<file path="src/hw/rtl/pra_ram.sv">
// ----------------------------------------------------------------------------
// Page allocator RAM
// Single write port, single read port, read data registered.
// ----------------------------------------------------------------------------
`default_nettype none

module pra_ram #(
    parameter int WIDTH = 8,
    parameter int DEPTH = 16
) (
    input  logic                     clk,
    input  logic                     we,
    input  logic [$clog2(DEPTH)-1:0] waddr,
    input  logic [WIDTH-1:0]         wdata,
    input  logic                     re,
    input  logic [$clog2(DEPTH)-1:0] raddr,
    output logic [WIDTH-1:0]         rdata
);

    logic [WIDTH-1:0] mem [DEPTH];
    logic [WIDTH-1:0] rdata_reg;

    always_ff @(posedge clk)
    begin
        if (we)
        begin
            mem[waddr] <= wdata;
        end
        if (re)
        begin
            rdata_reg <= mem[raddr];
        end
    end

    assign rdata = rdata_reg;

endmodule

`default_nettype wire

</file>
<file path="config.mk">
export PLATFORM = sky130hd
export DESIGN_NAME = pra_ram
export DESIGN_NICKNAME = d
export VERILOG_FILES = /design/src/hw/rtl/pra_ram.sv
export SDC_FILE = /design/constraint.sdc
export NUM_CORES = 1
export LEC_CHECK = 0
export ABC_CLOCK_PERIOD_IN_PS = 4100
export BUFFER_PORTS_ARGS = -buffer_cell sky130_fd_sc_hd__buf_2
export CELL_PAD_IN_SITES_DETAIL_PLACEMENT = 0
export CELL_PAD_IN_SITES_GLOBAL_PLACEMENT = 2
export CORE_UTILIZATION = 43
export CTS_BUF_LIST = sky130_fd_sc_hd__clkbuf_8
export CTS_CLUSTER_SIZE = 25
export DETAILED_ROUTE_END_ITERATION = 6
export PLACE_DENSITY_LB_ADDON = 0.1
export SLEW_MARGIN = 5
export SYNTH_ARGS = -nofsm -noshare
export SYNTH_HDL_FRONTEND = slang
export SYNTH_SLANG_ARGS = --single-unit
</file>
<file path="constraint.sdc">
create_clock -name clk -period 4.1 [get_ports clk]
set_input_delay 0.205 -clock clk [delete_from_list [all_inputs] [get_ports clk]]
set_output_delay 0.205 -clock clk [all_outputs]
set_load 0.005 [all_outputs]
</file>
==> metrics.txt <==
# TYPE chip_impl_metric gauge
chip_impl_metric{name="chipWidth",unit="um"} 112
chip_impl_metric{name="period_share",unit="%"} 45.4
chip_impl_metric{name="maxClockFrequency",unit="MHz"} 537
chip_impl_metric{name="timing_max_transition_violations_final",unit=""} 0
chip_impl_metric{name="clock_latency_on_the_worst_skew_pair",unit="ns"} 0.44
chip_impl_info{name="timing.critical_path.to_type",value="register"} 1
chip_impl_metric{name="avgRoutedWirePerCell",unit="um"} 24.1
chip_impl_info{name="post-synth-top-area-cell",value="edfxtp_1"} 1
chip_impl_info{name="clock_tree.root_cell",value="clkbuf_8"} 1
chip_impl_metric{name="clock_tree.buffer_depth",unit=""} 2
chip_impl_metric{name="timing.max_cap.violations",unit=""} 0
chip_impl_metric{name="amount_of_wire_on_met2_after_detailed_routing",unit="um"} 5030
chip_impl_metric{name="tritoncts.num_buffers",unit=""} 17
chip_impl_metric{name="final.setup_skew",unit="ns"} 0.00705
chip_impl_info{name="rsz0062_at_grt",value="false"} 1
chip_impl_metric{name="grt_max_degree",unit=""} 33
chip_impl_metric{name="wl_met3",unit="um"} 333
chip_impl_metric{name="post_cts_resize_count",unit=""} 0
chip_impl_metric{name="timing.critical_path.required",unit="ns"} 4.28
chip_impl_metric{name="finalSetupViolCount",unit=""} 0
chip_impl_metric{name="layout.cell_area.non_filler",unit="sq um"} 5760
chip_impl_metric{name="clock_sinks",unit=""} 136
chip_impl_metric{name="drtPass1Iterations",unit=""} 6
chip_impl_metric{name="critPathArrivalTime",unit="ns"} 2.04
chip_impl_metric{name="syn-instance-count",unit=""} 229
chip_impl_metric{name="route.final.wire_length",unit="um"} 10100
chip_impl_metric{name="min_period",unit="ns"} 1.86
chip_impl_metric{name="number_of_global_route_vias_before_repair",unit=""} 2429
chip_impl_metric{name="timing.setup.tns",unit="ns"} 0
chip_impl_metric{name="htreeDepth",unit=""} 4
chip_impl_metric{name="power-per-cell-area",unit="nW/um^2"} 441
chip_impl_metric{name="synth_top_cell_area_share",unit="%"} 78.1
chip_impl_metric{name="global_route_overflow",unit=""} 0
chip_impl_info{name="criticalPathCategory",value="input pin to register"} 1
chip_impl_metric{name="synth_enable_flop_cells",unit=""} 136
chip_impl_metric{name="synth.ff_latch_count",unit=""} 136
chip_impl_info{name="synth_area_leaders",value="edfxtp_1 (78%), mux4_2 (7.8%), mux4_1 (7.0%), a22oi_1 (2.3%), nor2_1 (0.93%)"} 1
chip_impl_metric{name="floorplan.die.height",unit="um"} 112
chip_impl_metric{name="postSynthNetCount",unit=""} 248
chip_impl_metric{name="timing.reg2reg.setup_slack",unit="ns"} 2.61
chip_impl_info{name="synthTopCellsByCount",value="edfxtp_1 (136), mux4_2 (18), a22oi_1 (16)"} 1
chip_impl_metric{name="synth.yosys.seq_area_share",unit="%"} 78.1
chip_impl_metric{name="post-route-drc-count",unit=""} 3
chip_impl_metric{name="place.gp.congestion",unit=""} 0.661
chip_impl_metric{name="maxSlewHeadroom",unit="%"} 27.4
chip_impl_metric{name="io_pins",unit=""} 27
chip_impl_metric{name="hold_viol_final",unit=""} 0
chip_impl_metric{name="antenna_left",unit=""} 0
chip_impl_metric{name="largest_reg_flops",unit=""} 128
chip_impl_metric{name="antenna_cells",unit=""} 0
chip_impl_metric{name="port-buffer-count",unit=""} 26
chip_impl_info{name="outcome",value="complete, but fails checks"} 1
chip_impl_metric{name="drive_gt1_share",unit="%"} 24.6
chip_impl_metric{name="detailed_routing_wirelength_on_met1",unit="um"} 4570
chip_impl_metric{name="globalRouteTotalUtil",unit="%"} 17.9
chip_impl_metric{name="placement_rows",unit=""} 39
chip_impl_metric{name="yosysWarnings",unit=""} 0
chip_impl_metric{name="floorplan.initialDensity",unit="%"} 45.0
chip_impl_metric{name="routed-via-count",unit=""} 2343
chip_impl_metric{name="cts.hold.buffers_added",unit=""} 0
chip_impl_metric{name="antenna_found_initial",unit=""} 0
chip_impl_metric{name="layout-area-overhead-vs-synth",unit="%"} 10.1
chip_impl_metric{name="synth_area",unit="sq um"} 5230
chip_impl_metric{name="vdd_ir_drop_max",unit="uV"} 234
chip_impl_metric{name="timing.hold.ws",unit="ns"} 0.149
chip_impl_metric{name="die_area",unit="sq um"} 12600
chip_impl_metric{name="clk_pin_slew_worst_paths",unit="ns"} 0.06
chip_impl_metric{name="yosys.cell_types.count",unit=""} 18
chip_impl_metric{name="async_reset_ff_share",unit="%"} 0
chip_impl_info{name="synth-main-ff-cell",value="edfxtp_1"} 1
chip_impl_info{name="startpoint_type",value="input pin"} 1
chip_impl_info{name="cts_tree",value="yes"} 1
chip_impl_metric{name="first_pass_grt_wire_length",unit="um"} 15100
chip_impl_metric{name="postSynthAreaPerCell",unit="sq um"} 22.8
chip_impl_info{name="violated_checks",value="design-rule violations"} 1
chip_impl_metric{name="cts_setup_buffers",unit=""} 0
chip_impl_metric{name="dp_cells",unit=""} 390
chip_impl_metric{name="dp.final_hpwl",unit="um"} 6170
chip_impl_metric{name="worst_slew_pin_slew",unit="ns"} 1.09
chip_impl_metric{name="initial_detailed_routing_violation_count",unit=""} 130
chip_impl_info{name="worst_hold_path_type",value="input pin to register"} 1
chip_impl_metric{name="layout.cells.non_filler",unit=""} 419
chip_impl_metric{name="static-leakage-power",unit="nW"} 1.88
chip_impl_metric{name="drt-vias-per-instance",unit=""} 5.59
chip_impl_metric{name="placedInstanceArea",unit="sq um"} 5480
chip_impl_info{name="yosysMostFrequentCell",value="edfxtp_1"} 1
chip_impl_info{name="highest_layer",value="met4"} 1
chip_impl_metric{name="nNetsFinal",unit=""} 285
chip_impl_metric{name="maximum_net_fanout_on_the_critical_path",unit=""} 32
chip_impl_metric{name="post-layout-total-power",unit="W"} 0.00254
chip_impl_metric{name="core_area",unit="sq um"} 11600
-- final cells by class --
type | count | area [sq um]
clock buffers | 17 | 234
flip-flops and latches | 136 | 4080
clock inverters | 12 | 47.5
repair buffers | 28 | 145
multi-input cells | 83 | 1070
fillers | 969 | 5860
well taps | 143 | 179
-- power breakdown --
group | total [W] | internal [W] | switching, W
registers | 0.00157 | 0.00157 | 0.00000865
logic | 0.000134 | 0.0000542 | 0.0000802
clock network | 0.000829 | 0.000382 | 0.000448
-- cells by family after synthesis --
logic type | synth area share [%]
flops | 78.1
mux | 14.8
compound gates | 2.30
buf+inv | 1.65
simple gates | 3.14
-- layout by cell type (no fill, tap or decap) --
| master | instances |
|---|---|
| mux4_1 | 14 |
| edfxtp_1 | 136 |
| clkbuf_8 | 17 |
| clkinv_1 | 8 |
| nor2b_1 | 1 |
| or3b_2 | 1 |
| buf_2 | 26 |
| buf_4 | 2 |
| a22oi_1 | 16 |
| and2b_1 | 1 |
| nor3_2 | 2 |
| nand2_1 | 9 |
| clkinv_2 | 2 |
| inv_1 | 2 |
| nand2b_1 | 2 |
| nor2_1 | 13 |
| mux4_2 | 18 |
| and2_1 | 1 |
| nor3_1 | 2 |
| nand3b_1 | 2 |
| nand3_1 | 1 |
-- final timing paths --
path	startpoint	end	depth (start not counted)
worst max-delay path	raddr[0]	rdata[2]	4
worst min-delay path	wdata[2]	mem[4][2]	1
worst max register to register	mem[5][2]	rdata[2]	3
worst min register to register	mem[7][6]	rdata[6]	3
-- stage by stage --
step	util, %	worst slack, ns
after floorplan	-	2.40
after global placement	47.1	1.70
after detailed placement	47.1	1.71
after CTS	49.6	2.18
after global routing	49.6	2.11
final	49.6	2.24
-- layer usage --
| layer | global-route usage, % | up-vias |
|---|---|---|
| met1 | 23.8 | 1222 |
| met5 | 0 | - |
| met2 | 28.0 | 56 |
| met4 | 7.73 | 0 |
| li1 | - | 1049 |
| met3 | 4.97 | 16 |
-- critical path, cell delays in order --
cell and delay, ns:
buf_2 0.80, mux4_1 0.72, a22oi_1 0.20, nand2_1 0.10
Power figures use the tool's default switching activity.
