<file path="src/hw/rtl/pra_pkg.sv">
// ----------------------------------------------------------------------------
// Page allocator package
// Field widths, operation and status codes, and the update control bundle.
// ----------------------------------------------------------------------------
`default_nettype none

package pra_pkg;

    localparam int NUM_PAGES_DEF  = 16384;
    localparam int COUNT_BITS_DEF = 8;

    localparam int PAGE_W   = 14;
    localparam int COUNT_W  = 8;
    localparam int OP_W     = 3;
    localparam int STATUS_W = 3;

    typedef logic [OP_W-1:0]     op_t;
    typedef logic [STATUS_W-1:0] status_t;
    typedef logic [PAGE_W-1:0]   page_t;

    localparam op_t OP_ALLOC     = 3'd0;
    localparam op_t OP_FREE      = 3'd1;
    localparam op_t OP_INIT_FREE = 3'd2;
    localparam op_t OP_INC       = 3'd3;
    localparam op_t OP_DEC       = 3'd4;
    localparam op_t OP_READ      = 3'd5;

    localparam status_t ST_OK    = 3'd0;
    localparam status_t ST_OOM   = 3'd1;
    localparam status_t ST_RANGE = 3'd2;
    localparam status_t ST_COUNT = 3'd3;
    localparam status_t ST_FULL  = 3'd4;

    typedef struct packed {
        logic    cnt_we;
        logic    cnt_at_popped;
        logic    pop;
        logic    push;
        logic    returned;
        status_t status;
    } upd_ctrl_t;

endpackage

`default_nettype wire

</file>
<file path="src/hw/rtl/pra_update.sv">
// ----------------------------------------------------------------------------
// Page allocator update logic
// Works out the new count, stack action and status from the memory read data.
// ----------------------------------------------------------------------------
`default_nettype none

module pra_update #(
    parameter int NUM_PAGES  = pra_pkg::NUM_PAGES_DEF,
    parameter int COUNT_BITS = pra_pkg::COUNT_BITS_DEF
) (
    input  pra_pkg::op_t                   op,
    input  logic                           in_range,
    input  logic [COUNT_BITS-1:0]          cnt_rd,
    input  logic [$clog2(NUM_PAGES+1)-1:0] level,
    input  pra_pkg::page_t                 page,
    input  pra_pkg::page_t                 popped,
    output pra_pkg::upd_ctrl_t             ctrl,
    output logic [COUNT_BITS-1:0]          cnt_new,
    output pra_pkg::page_t                 page_res
);

    import pra_pkg::*;

    localparam int LW = $clog2(NUM_PAGES + 1);
    localparam logic [COUNT_BITS-1:0] CNT_MAX = '1;
    localparam logic [COUNT_BITS-1:0] CNT_ONE = COUNT_BITS'(1);
    localparam logic [LW-1:0]         LVL_FULL = LW'(NUM_PAGES);

    logic full;
    logic popped_ok;

    assign full      = (level == LVL_FULL);
    assign popped_ok = (32'(popped) < NUM_PAGES);

    always_comb
    begin
        ctrl     = '0;
        cnt_new  = '0;
        page_res = page;
        priority if (op == OP_ALLOC)
        begin
            if (level == '0)
            begin
                page_res    = '0;
                ctrl.status = ST_OOM;
            end
            else
            begin
                ctrl.pop           = 1'b1;
                ctrl.cnt_we        = popped_ok;
                ctrl.cnt_at_popped = 1'b1;
                page_res           = popped;
                cnt_new            = CNT_ONE;
            end
        end
        else if (op > OP_READ)
        begin
            ctrl.status = ST_OK;
        end
        else if (!in_range)
        begin
            ctrl.status = ST_RANGE;
        end
        else
        begin
            unique case (op)
                OP_FREE:
                begin
                    cnt_new     = (cnt_rd != '0) ? cnt_rd - CNT_ONE : '0;
                    ctrl.cnt_we = 1'b1;
                    if (cnt_new == '0)
                    begin
                        if (full)
                        begin
                            ctrl.status = ST_FULL;
                        end
                        else
                        begin
                            ctrl.push     = 1'b1;
                            ctrl.returned = 1'b1;
                        end
                    end
                end
                OP_INIT_FREE:
                begin
                    cnt_new     = '0;
                    ctrl.cnt_we = 1'b1;
                    if (full)
                    begin
                        ctrl.status = ST_FULL;
                    end
                    else
                    begin
                        ctrl.push     = 1'b1;
                        ctrl.returned = 1'b1;
                    end
                end
                OP_INC:
                begin
                    ctrl.cnt_we = 1'b1;
                    if (cnt_rd == CNT_MAX)
                    begin
                        cnt_new     = cnt_rd;
                        ctrl.status = ST_COUNT;
                    end
                    else
                    begin
                        cnt_new = cnt_rd + CNT_ONE;
                    end
                end
                OP_DEC:
                begin
                    ctrl.cnt_we = 1'b1;
                    if (cnt_rd == '0)
                    begin
                        cnt_new     = '0;
                        ctrl.status = ST_COUNT;
                    end
                    else
                    begin
                        cnt_new = cnt_rd - CNT_ONE;
                    end
                end
                default:
                begin
                    cnt_new = cnt_rd;
                end
            endcase
        end
    end

endmodule

`default_nettype wire

</file>
<file path="config.mk">
export PLATFORM = sky130hd
export DESIGN_NAME = pra_update
export DESIGN_NICKNAME = d
export VERILOG_FILES = /design/src/hw/rtl/pra_pkg.sv /design/src/hw/rtl/pra_update.sv
export SDC_FILE = /design/constraint.sdc
export NUM_CORES = 1
export LEC_CHECK = 0
export BUFFER_PORTS_ARGS = -buffer_cell sky130_fd_sc_hd__buf_2
export CORE_MARGIN = 2
export CORE_UTILIZATION = 45
export DETAILED_ROUTE_END_ITERATION = 10
export PLACE_DENSITY = 0.95
export REMOVE_ABC_BUFFERS = 1
export SLEW_MARGIN = 5
export SYNTH_ARGS = -nofsm -noshare
export SYNTH_HDL_FRONTEND = slang
export SYNTH_SLANG_ARGS = --single-unit
</file>
<file path="constraint.sdc">
create_clock -name vclk -period 3.39
set_input_delay 0.339 -clock vclk [all_inputs]
set_output_delay 0.339 -clock vclk [all_outputs]
set_load 0.01 [all_outputs]
</file>
==> results.rst <==
.. list-table::
   :header-rows: 1

   * - Metric
     - Value
   * - Result of the run
     - finished, final reports clean
   * - Number of cells upsized or downsized after cts
     - 0
   * - Die Wd
     - 51.9 microns
   * - Adder-cell share of the synthesized area
     - 0.0364
   * - Number of remaining DRC errors
     - 0
   * - Total power of the final layout
     - 0.000178 W
   * - Standard cell core area
     - between 2000 and 2500 sq um
   * - Clock buffer cells
     - 0
   * - Initial antenna violation count
     - 0
   * - Final critical path time including I/O delays and setup
     - approximately 2800 ps
   * - Count of warnings emitted by yosys
     - 0
   * - Share of final-layout standard cells stronger than drive strength 1
     - 0.386
   * - Fraction of the mapped netlist area in simple logic gates
     - 0.386
   * - Starting utilization of the core area
     - 0.471
   * - Detailed Route WL
     - between 3 and 4 mm
   * - Vias in the first global route
     - 1247
   * - Fin cells
     - about 260
   * - Final setup violation count
     - 0
   * - Number of antenna cells inserted
     - 0
   * - Most used routing layer in global routing
     - met2
   * - Placed Cells incl. Taps
     - 264
   * - Fillcell total
     - between 200 and 250
   * - Post-detailed-route wirelength per cell
     - between 10 and 15 microns
   * - CTS Hold Bufs
     - 0
   * - Synth Area in XOR/XNOR
     - 0.0170
   * - Pin count of the biggest net entering global routing
     - 18
   * - Cell accounting for the most synthesized area
     - a22o_1
   * - Die height
     - slightly above 50 microns
   * - I/O Buffers
     - 85
   * - Die area
     - 2690 sq um
   * - TNS Setup
     - 0 ps
   * - Vias per cell
     - ~6.2
   * - Row count
     - 17
   * - Worst Setup End Kind
     - output pin
   * - Remaining global-route overflow
     - 0
   * - # Post-CTS Setup Buffers
     - 0
   * - Post-place setup slack
     - approximately 610 ps
   * - WHS Path Cells
     - 3
   * - DRC marker count from the first detailed-route iteration
     - 142
   * - Highest achievable clock rate
     - 0.355 GHz
   * - Global-route wire length before repair
     - about 5.3 mm
   * - Number of max-slew violations in the final report
     - 0
   * - Power Dens Cells
     - 125 nW/um^2
   * - Mapped Area
     - roughly 1000 sq um
   * - Area of the multi-input gates
     - 921 sq um
   * - Largest fanout on the critical path
     - 13
   * - Met1 routing resource usage after global routing
     - 0.316
   * - Synthesized area divided by synthesized cell count
     - slightly above 6 sq um
   * - Worst vdd rail ir drop
     - roughly 0.076 mV
   * - Seq_cells
     - 0
   * - Static leakage power
     - 0.671 nW
   * - Relative slew slack
     - 0.635
   * - Data arrival time of the critical path
     - between 2000 and 2500 ps
   * - Unrepaired setup endpoints after global routing
     - no
   * - Compound-cell area share of the yosys netlist
     - 0.425
   * - Sequential fraction of the synthesis area
     - 0
   * - Global-route total usage across every layer
     - 0.247
   * - Final HPWL from detailed placement
     - 2.99 mm
   * - Post-place instance area
     - between 1000 and 1500 sq um
   * - Final Hold Violating Endpoints
     - 0
   * - Top library cells by usage in the layout, fill and taps aside
     - 85 x buf_2, 14 x a22o_1, 14 x nor2_1
   * - Number of library cell types mapped by synthesis
     - slightly below 50
   * - Final critical-path setup slack
     - ~580 ps
   * - Number of routed nets with antenna violations
     - 0
   * - Number of I/O pins
     - 85
   * - Largest family of logic cells by synthesized area
     - compound AO/OA/AOI/OAI gates
   * - Final clock period utilization by the worst path
     - 0.830
   * - Multiplexer fraction of the synthesized cell area
     - 0.0291
   * - Leading cell type in the layout, fill and taps excluded
     - buf_2
   * - Nets@finish
     - between 200 and 300
   * - Total via count after detailed routing
     - 1632
   * - Post-synthesis cell count
     - about 170
   * - Met3 Resource Use GR
     - 0.0259
   * - WP data required
     - 3050 ps
   * - Type of element launching the critical path
     - primary input
   * - Main area contributors after synthesis
     - a22o_1 12%, a21oi_1 5.3%, clkbuf_1 5.1%
   * - Final GP Congestion
     - 1.02
   * - Fraction of synthesized cell area taken by the top area cell type
     - 0.119
   * - Register Area
     - 0 sq um
   * - Worst setup path category
     - primary input to output pin
   * - Worst min-delay path class
     - primary input to output pin
   * - Count of maximum capacitance violations
     - 0
   * - Final Cell Area
     - 1420 sq um
   * - GR met2 Demand/Resource
     - 0.454
   * - Number of iterations in the first detailed-routing pass
     - 5
   * - Worst slew pin tran
     - 548 ps
   * - Synth-to-layout area growth
     - 37.6%
worst max-delay path, cell delays in order:
cell and delay [ps]:
buf_2 170, inv_1 100, ha_1 200, or4b_1 600
nor2_4 160, o2111ai_1 130, o32a_1 390, nor3b_2 220
buf_2 170
routing by layer:
layer,wire (microns),vias up
met5,0,-
met4,38,0
met3,485,9
met2,1810,118
met1,1470,717
li1,-,788
area by class of cell:
type                            instances  area share
Tap cell                               28      0.0247
Timing Repair Buffer                   87       0.310
Inverter                                6      0.0159
Multi-Input combinational cell        143       0.649
metrics by stage:
stage               hold slack (ps)  utilization
finish                          973        0.648
global route                    986        0.648
CTS                             975        0.648
detailed placement              975        0.648
global placement                970        0.648
floorplan                       767            -
Yosys cell counts, types with 2 or more instances:
master and n:
or4b_1 2, inv_2 2, a211oi_1 3, nand2_1 13, nor3_1 9, inv_1 4, clkbuf_1 14, nand4_1 4
or3_1 2, a31oi_1 6, o22ai_1 2, o21ai_1 7, nor2b_1 4, nor2_1 14, and3_1 2, o211ai_1 2
nand3_1 5, nor4_1 5, buf_4 2, a22o_1 14, ha_1 3, o21ai_0 5, mux2i_1 3, buf_2 4
o31ai_1 2, nand2b_1 3, a21oi_1 11
worst paths after layout:
check | startpoint | end | slack (ps)
max | cnt_rd[0] | ctrl[4] | 580
min | popped[0] | page_res[0] | 970
where the power goes:
| group | switching [W] | total [W] | internal, W | leakage [nW] |
|---|---|---|---|---|
| logic | 0.0000994 | 0.000178 | 0.0000782 | 0.671 |
| clock network | 0 | 0 | 0 | 0 |
| registers | 0 | 0 | 0 | 0 |
cells by family (layout without fill, tap and decap cells):
family / Yosys count / in the layout
adders and majority gates: 3 / 3
buffers and inverters: 26 / 93
xor gates and xnor gates: 2 / 2
muxes: 3 / 3
and+or+nand+nor: 72 / 72
AOI/OAI and AO/OA: 63 / 63
No activity file was read; power rests on OpenSTA's default activity.
